## config.mk

```make
export PLATFORM = sky130hd
export DESIGN_NAME = particle_wall_bounce_step
export DESIGN_NICKNAME = d
export VERILOG_FILES = /design/src/design/pwb_pkg.sv /design/src/design/particle_wall_bounce_step.sv
export SDC_FILE = /design/constraint.sdc
export NUM_CORES = 2
export LEC_CHECK = 0
export BUFFER_PORTS_ARGS = -buffer_cell sky130_fd_sc_hd__buf_2
export CORE_UTILIZATION = 64
export DETAILED_ROUTE_END_ITERATION = 8
export PLACE_DENSITY = 0.84
export SLEW_MARGIN = 25
export SYNTH_ARGS = -nofsm -noshare
export SYNTH_HDL_FRONTEND = slang
export SYNTH_SLANG_ARGS = --single-unit
```

## constraint.sdc

```tcl
create_clock -name clk_i -period 10.62 [get_ports clk_i]
set_clock_uncertainty 0.15 [all_clocks]
set_input_delay 2.124 -clock clk_i [delete_from_list [all_inputs] [get_ports clk_i]]
set_output_delay 2.124 -clock clk_i [all_outputs]
set_load 0.005 [all_outputs]
```

## src/design/pwb_pkg.sv

```systemverilog
`timescale 1ns / 1ps
`default_nettype none

package pwb_pkg;

  localparam int unsigned POS_W  = 16;
  localparam int unsigned VEL_W  = 16;
  localparam int unsigned TIME_W = 16;
  localparam int unsigned BOX_W  = 12;
  localparam int unsigned CNT_W  = 4;

  // Bits of the time quotient, one per divider cycle
  localparam int unsigned QUO_W  = 16;
  localparam int unsigned QBIT_W = $clog2(QUO_W);

  localparam int unsigned CFG_IDX_W = 1;

  localparam logic [CFG_IDX_W-1:0] CFG_BOX_WIDTH  = 1'b0;
  localparam logic [CFG_IDX_W-1:0] CFG_BOX_HEIGHT = 1'b1;

  localparam logic [BOX_W-1:0] BOX_WIDTH_RST  = 12'd1600;
  localparam logic [BOX_W-1:0] BOX_HEIGHT_RST = 12'd900;

  typedef struct packed {
    logic        [POS_W-1:0]  pos_x;
    logic        [POS_W-1:0]  pos_y;
    logic signed [VEL_W-1:0]  vel_x;
    logic signed [VEL_W-1:0]  vel_y;
    logic        [TIME_W-1:0] time_step;
  } in_beat_t;

  typedef struct packed {
    logic        [POS_W-1:0] new_pos_x;
    logic        [POS_W-1:0] new_pos_y;
    logic signed [VEL_W-1:0] new_vel_x;
    logic signed [VEL_W-1:0] new_vel_y;
    logic        [CNT_W-1:0] bounce_count;
    logic                    time_dropped;
  } out_beat_t;

endpackage

`default_nettype wire

```

## src/design/particle_wall_bounce_step.sv

```systemverilog
`timescale 1ns / 1ps
`default_nettype none

// Channel   Direction  Handshake            Payload
// in        input      in_valid_i/in_stall_o    pwb_pkg::in_beat_t
// out       output     out_valid_o/out_stall_i  pwb_pkg::out_beat_t
// cfg       input      cfg_valid_i/cfg_ready_o  cfg_index_i, cfg_data_i (12 bit)
//
// One beat at a time: a sub-step computes the displacements and hit test, then for each
// wall axis hit uses the shared 16x16 multiplier and the 1-bit-per-cycle divider, and
// then moves; a beat runs sub-steps until MAX_BOUNCES bounces or its time runs out,
// and its result may wait for a stalled output.
// Reset sets the box to 1600 x 900 and empties the output register.
// A new beat is taken while a finished result waits on a stalled output.
module particle_wall_bounce_step #(
  parameter int unsigned MAX_BOUNCES = 8
) (
  input  wire                             clk_i,
  input  wire                             rst_ni,
  input  wire                             in_valid_i,
  output logic                            in_stall_o,
  input  pwb_pkg::in_beat_t               in_data_i,
  output logic                            out_valid_o,
  input  wire                             out_stall_i,
  output pwb_pkg::out_beat_t              out_data_o,
  input  wire                             cfg_valid_i,
  output logic                            cfg_ready_o,
  input  wire [pwb_pkg::CFG_IDX_W-1:0]    cfg_index_i,
  input  wire [pwb_pkg::BOX_W-1:0]        cfg_data_i
);

  localparam int unsigned SW = $clog2(MAX_BOUNCES + 1);

  typedef enum logic [3:0] {
    ST_IDLE,
    ST_MUL_X,
    ST_MUL_Y,
    ST_HIT,
    ST_MUL_DX,
    ST_MUL_DY,
    ST_DIV_LD,
    ST_DIV,
    ST_SEL,
    ST_MUL_MV,
    ST_UPD,
    ST_FIN
  } state_e;

  typedef struct packed {
    logic        hit;
    logic [15:0] gap;
  } hit_t;

  function automatic logic [15:0] abs_v(logic signed [15:0] v);
    return v[15] ? 16'(-v) : 16'(v);
  endfunction

  function automatic logic signed [15:0] neg_sat(logic signed [15:0] v);
    return (v == 16'sh8000) ? 16'sh7FFF : -v;
  endfunction

  // Move by a magnitude and saturate to the position range
  function automatic logic [15:0] move_sat(logic [15:0] pos, logic neg, logic [15:0] mag);
    logic [16:0] s;
    if (neg) begin
      s = {1'b0, pos} - {1'b0, mag};
      return s[16] ? 16'h0000 : s[15:0];
    end else begin
      s = {1'b0, pos} + {1'b0, mag};
      return s[16] ? 16'hFFFF : s[15:0];
    end
  endfunction

  function automatic hit_t axis_hit(logic [15:0] pos, logic neg, logic [15:0] mag,
                                    logic [15:0] wall);
    hit_t        h;
    logic [16:0] s;
    s = {1'b0, pos} + {1'b0, mag};
    if (neg) begin
      h.hit = (mag != 16'd0) && (pos <= mag);
      h.gap = pos;
    end else begin
      h.hit = (mag != 16'd0) && (s >= {1'b0, wall});
      h.gap = (wall > pos) ? 16'(wall - pos) : 16'd0;
    end
    return h;
  endfunction

  state_e                  state_q, state_d;
  logic                    out_valid_q, out_valid_d;
  pwb_pkg::out_beat_t      out_data_q, out_data_d;
  logic [pwb_pkg::BOX_W-1:0] box_w_q, box_w_d, box_h_q, box_h_d;

  logic        [15:0] px_q, px_d, py_q, py_d;
  logic signed [15:0] vx_q, vx_d, vy_q, vy_d;
  logic        [15:0] t_q, t_d, tm_q, tm_d;
  logic        [15:0] dxm_q, dxm_d, dym_q, dym_d;
  logic        [15:0] distx_q, distx_d, disty_q, disty_d;
  logic        [15:0] tx_q, tx_d, ty_q, ty_d;
  logic        [15:0] rem_q, rem_d, lo_q, lo_d;
  logic        [31:0] prod_q, prod_d;
  logic        [SW-1:0] cnt_q, cnt_d;
  logic        [pwb_pkg::QBIT_W-1:0] qbit_q, qbit_d;
  logic        hx_q, hx_d, hy_q, hy_d, fx_q, fx_d, fy_q, fy_d, div_y_q, div_y_d;

  logic [15:0] wall_x, wall_y, absx, absy, mul_a, mul_b, dmag, rem_n, lo_n, t_new;
  logic [16:0] div_sh;
  logic        div_ge;
  logic [SW-1:0] cnt_nx;
  hit_t        hit_x, hit_y;
  logic        in_acc, out_free;

  assign wall_x = {box_w_q, 4'b0000};
  assign wall_y = {box_h_q, 4'b0000};
  assign absx   = abs_v(vx_q);
  assign absy   = abs_v(vy_q);

  assign in_stall_o  = (state_q != ST_IDLE);
  assign in_acc      = in_valid_i && !in_stall_o;
  assign out_valid_o = out_valid_q;
  assign out_data_o  = out_data_q;
  assign cfg_ready_o = 1'b1;
  assign out_free    = !out_valid_q || !out_stall_i;

  // Shared multiplier operand select
  always_comb begin
    unique case (state_q)
      ST_MUL_X:  begin mul_a = absx;    mul_b = t_q;  end
      ST_MUL_Y:  begin mul_a = absy;    mul_b = t_q;  end
      ST_MUL_DX: begin mul_a = distx_q; mul_b = t_q;  end
      ST_MUL_DY: begin mul_a = disty_q; mul_b = t_q;  end
      ST_MUL_MV: begin mul_a = fx_q ? absy : absx; mul_b = tm_q; end
      default:   begin mul_a = 16'd0;   mul_b = 16'd0; end
    endcase
  end

  // Restoring divider step, one quotient bit per cycle
  assign dmag   = div_y_q ? dym_q : dxm_q;
  assign div_sh = {rem_q, lo_q[15]};
  assign div_ge = (div_sh >= {1'b0, dmag});
  assign rem_n  = div_ge ? 16'(div_sh - {1'b0, dmag}) : div_sh[15:0];
  assign lo_n   = {lo_q[14:0], div_ge};

  assign hit_x  = axis_hit(px_q, vx_q[15], dxm_q, wall_x);
  assign hit_y  = axis_hit(py_q, vy_q[15], prod_q[31:16], wall_y);
  assign cnt_nx = cnt_q + SW'(1);
  assign t_new  = t_q - tm_q;

  always_comb begin
    state_d     = state_q;
    out_valid_d = out_valid_q;
    out_data_d  = out_data_q;
    box_w_d     = box_w_q;
    box_h_d     = box_h_q;
    px_d = px_q;  py_d = py_q;  vx_d = vx_q;  vy_d = vy_q;
    t_d  = t_q;   tm_d = tm_q;  dxm_d = dxm_q; dym_d = dym_q;
    distx_d = distx_q; disty_d = disty_q; tx_d = tx_q; ty_d = ty_q;
    rem_d = rem_q; lo_d = lo_q; prod_d = prod_q; cnt_d = cnt_q; qbit_d = qbit_q;
    hx_d = hx_q; hy_d = hy_q; fx_d = fx_q; fy_d = fy_q; div_y_d = div_y_q;

    if (out_valid_q && !out_stall_i) begin
      out_valid_d = 1'b0;
    end

    if (cfg_valid_i) begin
      unique case (cfg_index_i)
        pwb_pkg::CFG_BOX_WIDTH:  box_w_d = cfg_data_i;
        pwb_pkg::CFG_BOX_HEIGHT: box_h_d = cfg_data_i;
        default: ;
      endcase
    end

    unique case (state_q)
      ST_IDLE: begin
        if (in_acc) begin
          px_d  = in_data_i.pos_x;
          py_d  = in_data_i.pos_y;
          vx_d  = in_data_i.vel_x;
          vy_d  = in_data_i.vel_y;
          t_d   = in_data_i.time_step;
          cnt_d = '0;
          state_d = (in_data_i.time_step == 16'd0) ? ST_FIN : ST_MUL_X;
        end
      end
      ST_MUL_X: begin
        prod_d  = mul_a * mul_b;
        state_d = ST_MUL_Y;
      end
      ST_MUL_Y: begin
        dxm_d   = prod_q[31:16];
        prod_d  = mul_a * mul_b;
        state_d = ST_HIT;
      end
      ST_HIT: begin
        dym_d   = prod_q[31:16];
        hx_d    = hit_x.hit;
        hy_d    = hit_y.hit;
        distx_d = hit_x.gap;
        disty_d = hit_y.gap;
        div_y_d = !hit_x.hit;
        if (!hit_x.hit && !hit_y.hit) begin
          // no wall within reach: spend all remaining time
          px_d    = move_sat(px_q, vx_q[15], dxm_q);
          py_d    = move_sat(py_q, vy_q[15], prod_q[31:16]);
          t_d     = 16'd0;
          state_d = ST_FIN;
        end else begin
          state_d = hit_x.hit ? ST_MUL_DX : ST_MUL_DY;
        end
      end
      ST_MUL_DX: begin
        prod_d  = mul_a * mul_b;
        state_d = ST_DIV_LD;
      end
      ST_MUL_DY: begin
        prod_d  = mul_a * mul_b;
        div_y_d = 1'b1;
        state_d = ST_DIV_LD;
      end
      ST_DIV_LD: begin
        rem_d   = prod_q[31:16];
        lo_d    = prod_q[15:0];
        qbit_d  = '0;
        state_d = ST_DIV;
      end
      ST_DIV: begin
        rem_d  = rem_n;
        lo_d   = lo_n;
        qbit_d = qbit_q + pwb_pkg::QBIT_W'(1);
        if (qbit_q == pwb_pkg::QBIT_W'(pwb_pkg::QUO_W - 1)) begin
          if (div_y_q) begin
            ty_d    = lo_n;
            state_d = ST_SEL;
          end else begin
            tx_d    = lo_n;
            state_d = hy_q ? ST_MUL_DY : ST_SEL;
          end
        end
      end
      ST_SEL: begin
        if (hx_q && hy_q) begin
          tm_d = (tx_q < ty_q) ? tx_q : ty_q;
          fx_d = (tx_q <= ty_q);
          fy_d = (ty_q <= tx_q);
        end else begin
          tm_d = hx_q ? tx_q : ty_q;
          fx_d = hx_q;
          fy_d = hy_q;
        end
        state_d = (hx_q && hy_q && (tx_q == ty_q)) ? ST_UPD : ST_MUL_MV;
      end
      ST_MUL_MV: begin
        prod_d  = mul_a * mul_b;
        state_d = ST_UPD;
      end
      ST_UPD: begin
        // reflecting axis lands on its wall, the other moves for the hit time
        px_d = fx_q ? (vx_q[15] ? 16'd0 : wall_x) : move_sat(px_q, vx_q[15], prod_q[31:16]);
        py_d = fy_q ? (vy_q[15] ? 16'd0 : wall_y) : move_sat(py_q, vy_q[15], prod_q[31:16]);
        if (fx_q) vx_d = neg_sat(vx_q);
        if (fy_q) vy_d = neg_sat(vy_q);
        t_d     = t_new;
        cnt_d   = cnt_nx;
        state_d = ((cnt_nx < SW'(MAX_BOUNCES)) && (t_new != 16'd0)) ? ST_MUL_X : ST_FIN;
      end
      ST_FIN: begin
        if (out_free) begin
          out_valid_d             = 1'b1;
          out_data_d.new_pos_x    = px_q;
          out_data_d.new_pos_y    = py_q;
          out_data_d.new_vel_x    = vx_q;
          out_data_d.new_vel_y    = vy_q;
          out_data_d.bounce_count = (32'(cnt_q) > 32'd15) ? 4'hF : 4'(cnt_q);
          out_data_d.time_dropped = (t_q != 16'd0);
          state_d                 = ST_IDLE;
        end
      end
      default: state_d = ST_IDLE;
    endcase
  end

  always_ff @(posedge clk_i or negedge rst_ni) begin
    if (!rst_ni) begin
      state_q     <= ST_IDLE;
      out_valid_q <= 1'b0;
      out_data_q  <= '0;
      box_w_q     <= pwb_pkg::BOX_WIDTH_RST;
      box_h_q     <= pwb_pkg::BOX_HEIGHT_RST;
    end else begin
      state_q     <= state_d;
      out_valid_q <= out_valid_d;
      out_data_q  <= out_data_d;
      box_w_q     <= box_w_d;
      box_h_q     <= box_h_d;
    end
  end

  always_ff @(posedge clk_i) begin
    px_q <= px_d;  py_q <= py_d;  vx_q <= vx_d;  vy_q <= vy_d;
    t_q  <= t_d;   tm_q <= tm_d;  dxm_q <= dxm_d; dym_q <= dym_d;
    distx_q <= distx_d; disty_q <= disty_d; tx_q <= tx_d; ty_q <= ty_d;
    rem_q <= rem_d; lo_q <= lo_d; prod_q <= prod_d; cnt_q <= cnt_d; qbit_q <= qbit_d;
    hx_q <= hx_d; hy_q <= hy_d; fx_q <= fx_d; fy_q <= fy_d; div_y_q <= div_y_d;
  end

`ifndef SYNTHESIS
  a_busy_after_accept: assert property (@(posedge clk_i) disable iff (!rst_ni)
    in_acc |=> state_q != ST_IDLE)
    else $error("accepted beat did not start work");

  a_div_nonzero: assert property (@(posedge clk_i) disable iff (!rst_ni)
    state_q == ST_DIV |-> dmag != 16'd0)
    else $error("divider started with zero displacement");

  a_rem_below_divisor: assert property (@(posedge clk_i) disable iff (!rst_ni)
    state_q == ST_DIV |-> rem_q < dmag)
    else $error("divider remainder out of range");

  a_count_bound: assert property (@(posedge clk_i) disable iff (!rst_ni)
    out_valid_o |-> 32'(out_data_o.bounce_count) <= 32'(MAX_BOUNCES))
    else $error("bounce count above limit");
`endif

endmodule

`default_nettype wire
```

==> results.ini <==
[setup_path]
slowest_delay_ps=600
crit_path_end_kind=register
crit_fanout=10
cp_slowest_cell=or3_1
cp_common_cell=fa_1
cp-start-kind=register
cp.arrival_ps=9310
regToRegSetupSlack_ps=1490
critical_path_class=register to register
required_ps=10800

[synthesis]
synth.ff_latch_count=367
synth_edf_count=269
syn_nets=4080
syn_inst=3477
synth_cell_types=85
syn_area_per_cell_um2=9.481
ys.flop_type=edfxtp_1
synth_top_cell_by_area=edfxtp_1
syn_area_um2=32970
synth_top_cell_area_share_pct=24.50
synth_area_leaders=edfxtp_1, fa_1, ha_1, dfrtp_1, inv_1
synth_warnings=0
async_flop_share_pct=26.70
yosysSeqAreaShare_pct=31.97

[layout]
drive_gt1_share_pct=11.44
area_delta_synth_final_pct=8.862
fillCellCount=3755
diodes=0
final_nets=4193
fin_util_pct=71.10

[placed_design]
place_congestion=1.019
pre_cts_ws_ps=1627
dp_hpwl_um=75810
io_buffers=168

[sta]
rsz0062_at_grt=false
tightest_slew_ps=1156
fin_crit_sh_pct=86.01
setup_slack_ps=1486
setup-violations-final=0
whs_ps=327.2
finalCriticalPeriod_ps=9134
fmax_mhz=109.5
timing.final.hold_violations=0
setup_tns_ps=0
slew_viol_final=0
relSlewSlack_pct=22.96

[floorplan]
die_x_um=229.0
coreArea_um2=50480
start_util_pct=65.31
die_h_um=229.0
fp-row-count=82
io_pins=170
dieArea_um2=52420

[clock_tree]
cts_tree=yes
cts_hold_buf=0
clock-sinks=367
cts_setup_buffers=0
cts_buffer_depth=3
clock_latency_ps=590
clk_pin_slew_ps=60
h-tree-depth=2
clock-root-buffer=clkbuf_16
post_cts_resized=0
cts-buffers-inserted=41

[route]
wl_um=99060
drtPass1Iterations=8
wire_per_inst_um=23.08
drc_errors=0
viasPerCell=6.426
initialDrtViolationCount=3099
vias=27570
antenna_left=0

[status]
status=finished, final reports clean

[grt]
grt_max_degree=89
first_global_vias=26450
overflow=0
track_usage_pct=37.89
antenna_found_initial=1
grt_pass1_wl_um=152400

[min_path]
hp-class=register to register

[run]
cap_violations=0

[final cells by class]
cell class	count	area [µm²]	share of cell area, %
tap	672	840.8	2.343
sequential	367	10540	29.37
timing repair buffer	215	1196	3.333
multi-input combinational	2551	20420	56.90
clock inverter	26	284.0	0.7914
clock buffer	46	1055	2.939
inverter	414	1554	4.330
[layout by cell type, fill, tap and decap left out, types with 18 or more instances in the layout]
cell       count
mux2_2        63
fa_1         202
a211oi_1      20
o31ai_1       35
a22oi_1       47
a22o_1        31
dfrtp_1       91
xnor2_1      106
o22ai_1       18
nand4_1       23
edfxtp_1     269
a31oi_1       19
nor2b_1       25
o22a_1        26
mux2i_1       29
nor3_1        60
a21o_1        48
o21bai_1      25
nand2b_1      38
o21ai_0      174
ha_1         303
or3_1         22
nor2_1       279
inv_1        413
xor2_1        75
buf_4         48
nor4_1        28
nand2_1      379
o221ai_1      30
nand3_1       35
and2_1        21
buf_2        167
a21oi_1      138
o21a_1        31
clkbuf_16     41
[flip-flops by register name, summed over array words and instances, names as in the netlist, 4 cells and up]
register	cells
box_h_q	12
box_w_q	12
cnt_q	4
distx_q	16
disty_q	16
dxm_q	16
dym_q	16
lo_q	16
out_data_o	69
prod_q	32
px_q	16
py_q	16
qbit_q	4
rem_q	16
state_q	4
t_q	16
tm_q	16
tx_q	16
ty_q	16
vx_q	16
vy_q	16
[metal layers]
| metal | global-route usage, % | wire length [µm] | up-vias |
|---|---|---|---|
| met5 | 0 | 0 | - |
| met4 | 20.40 | 6017 | 0 |
| met3 | 8.558 | 11510 | 350 |
| met2 | 56.58 | 43010 | 1691 |
| met1 | 51.47 | 38520 | 13140 |
| li1 | - | - | 12390 |
[metrics by stage]
step	instances	cell area [µm²]
floorplan	3477	32970
global route	4291	35890
detailed placement	4219	34530
global placement	4219	34510
CTS	4291	35870
finish	4291	35890
[cell usage after synthesis (35+ instances only)]
library cell  instances
nand3_1              35
clkbuf_1            131
o21ai_0             174
nor2_1              283
nand2b_1             38
o31ai_1              36
mux2_2               63
xnor2_1             106
inv_1               413
a21oi_1             138
nor3_1               65
dfrtp_1              91
ha_1                303
a22oi_1              47
xor2_1               75
fa_1                202
nand2_1             380
edfxtp_1            269
a21o_1               48
[worst paths after layout]
kind,depth (start not counted),from,endpoint
min in group asynchronous,1,rst_ni,out_data_o[25]
max in group asynchronous,2,rst_ni,state_q[3]
min reg2reg,2,out_data_o[58],out_data_o[58]
max,30,vx_q[1],prod_q[31]
max reg2reg,30,vx_q[1],prod_q[31]
min,2,out_data_o[58],out_data_o[58]
[logic make-up after synthesis]
kind of cell / Yosys count / synth area share (%)
and+or+nand+nor: 995 / 13.85
AOI/OAI and AO/OA: 777 / 16.13
buffers and inverters: 559 / 6.437
adders and majority gates: 505 / 23.77
DFF: 367 / 31.97
xor gates and xnor gates: 181 / 4.809
muxes: 92 / 3.032
other: 1 / 0.01138
[critical path: cells and delay by family (launching register included)]
kind	cells	cell delay [ps]
AND/OR/NAND/NOR	9	2690
adder cells (fa/ha/maj)	8	3540
AO/OA/AOI/OAI	7	1490
XOR/XNOR	2	310
buffers and inverters	4	250
flip-flops	1	430
Power is not shown: default switching activity piles up to over one toggle a cycle in this logic, so the estimate is an artifact.
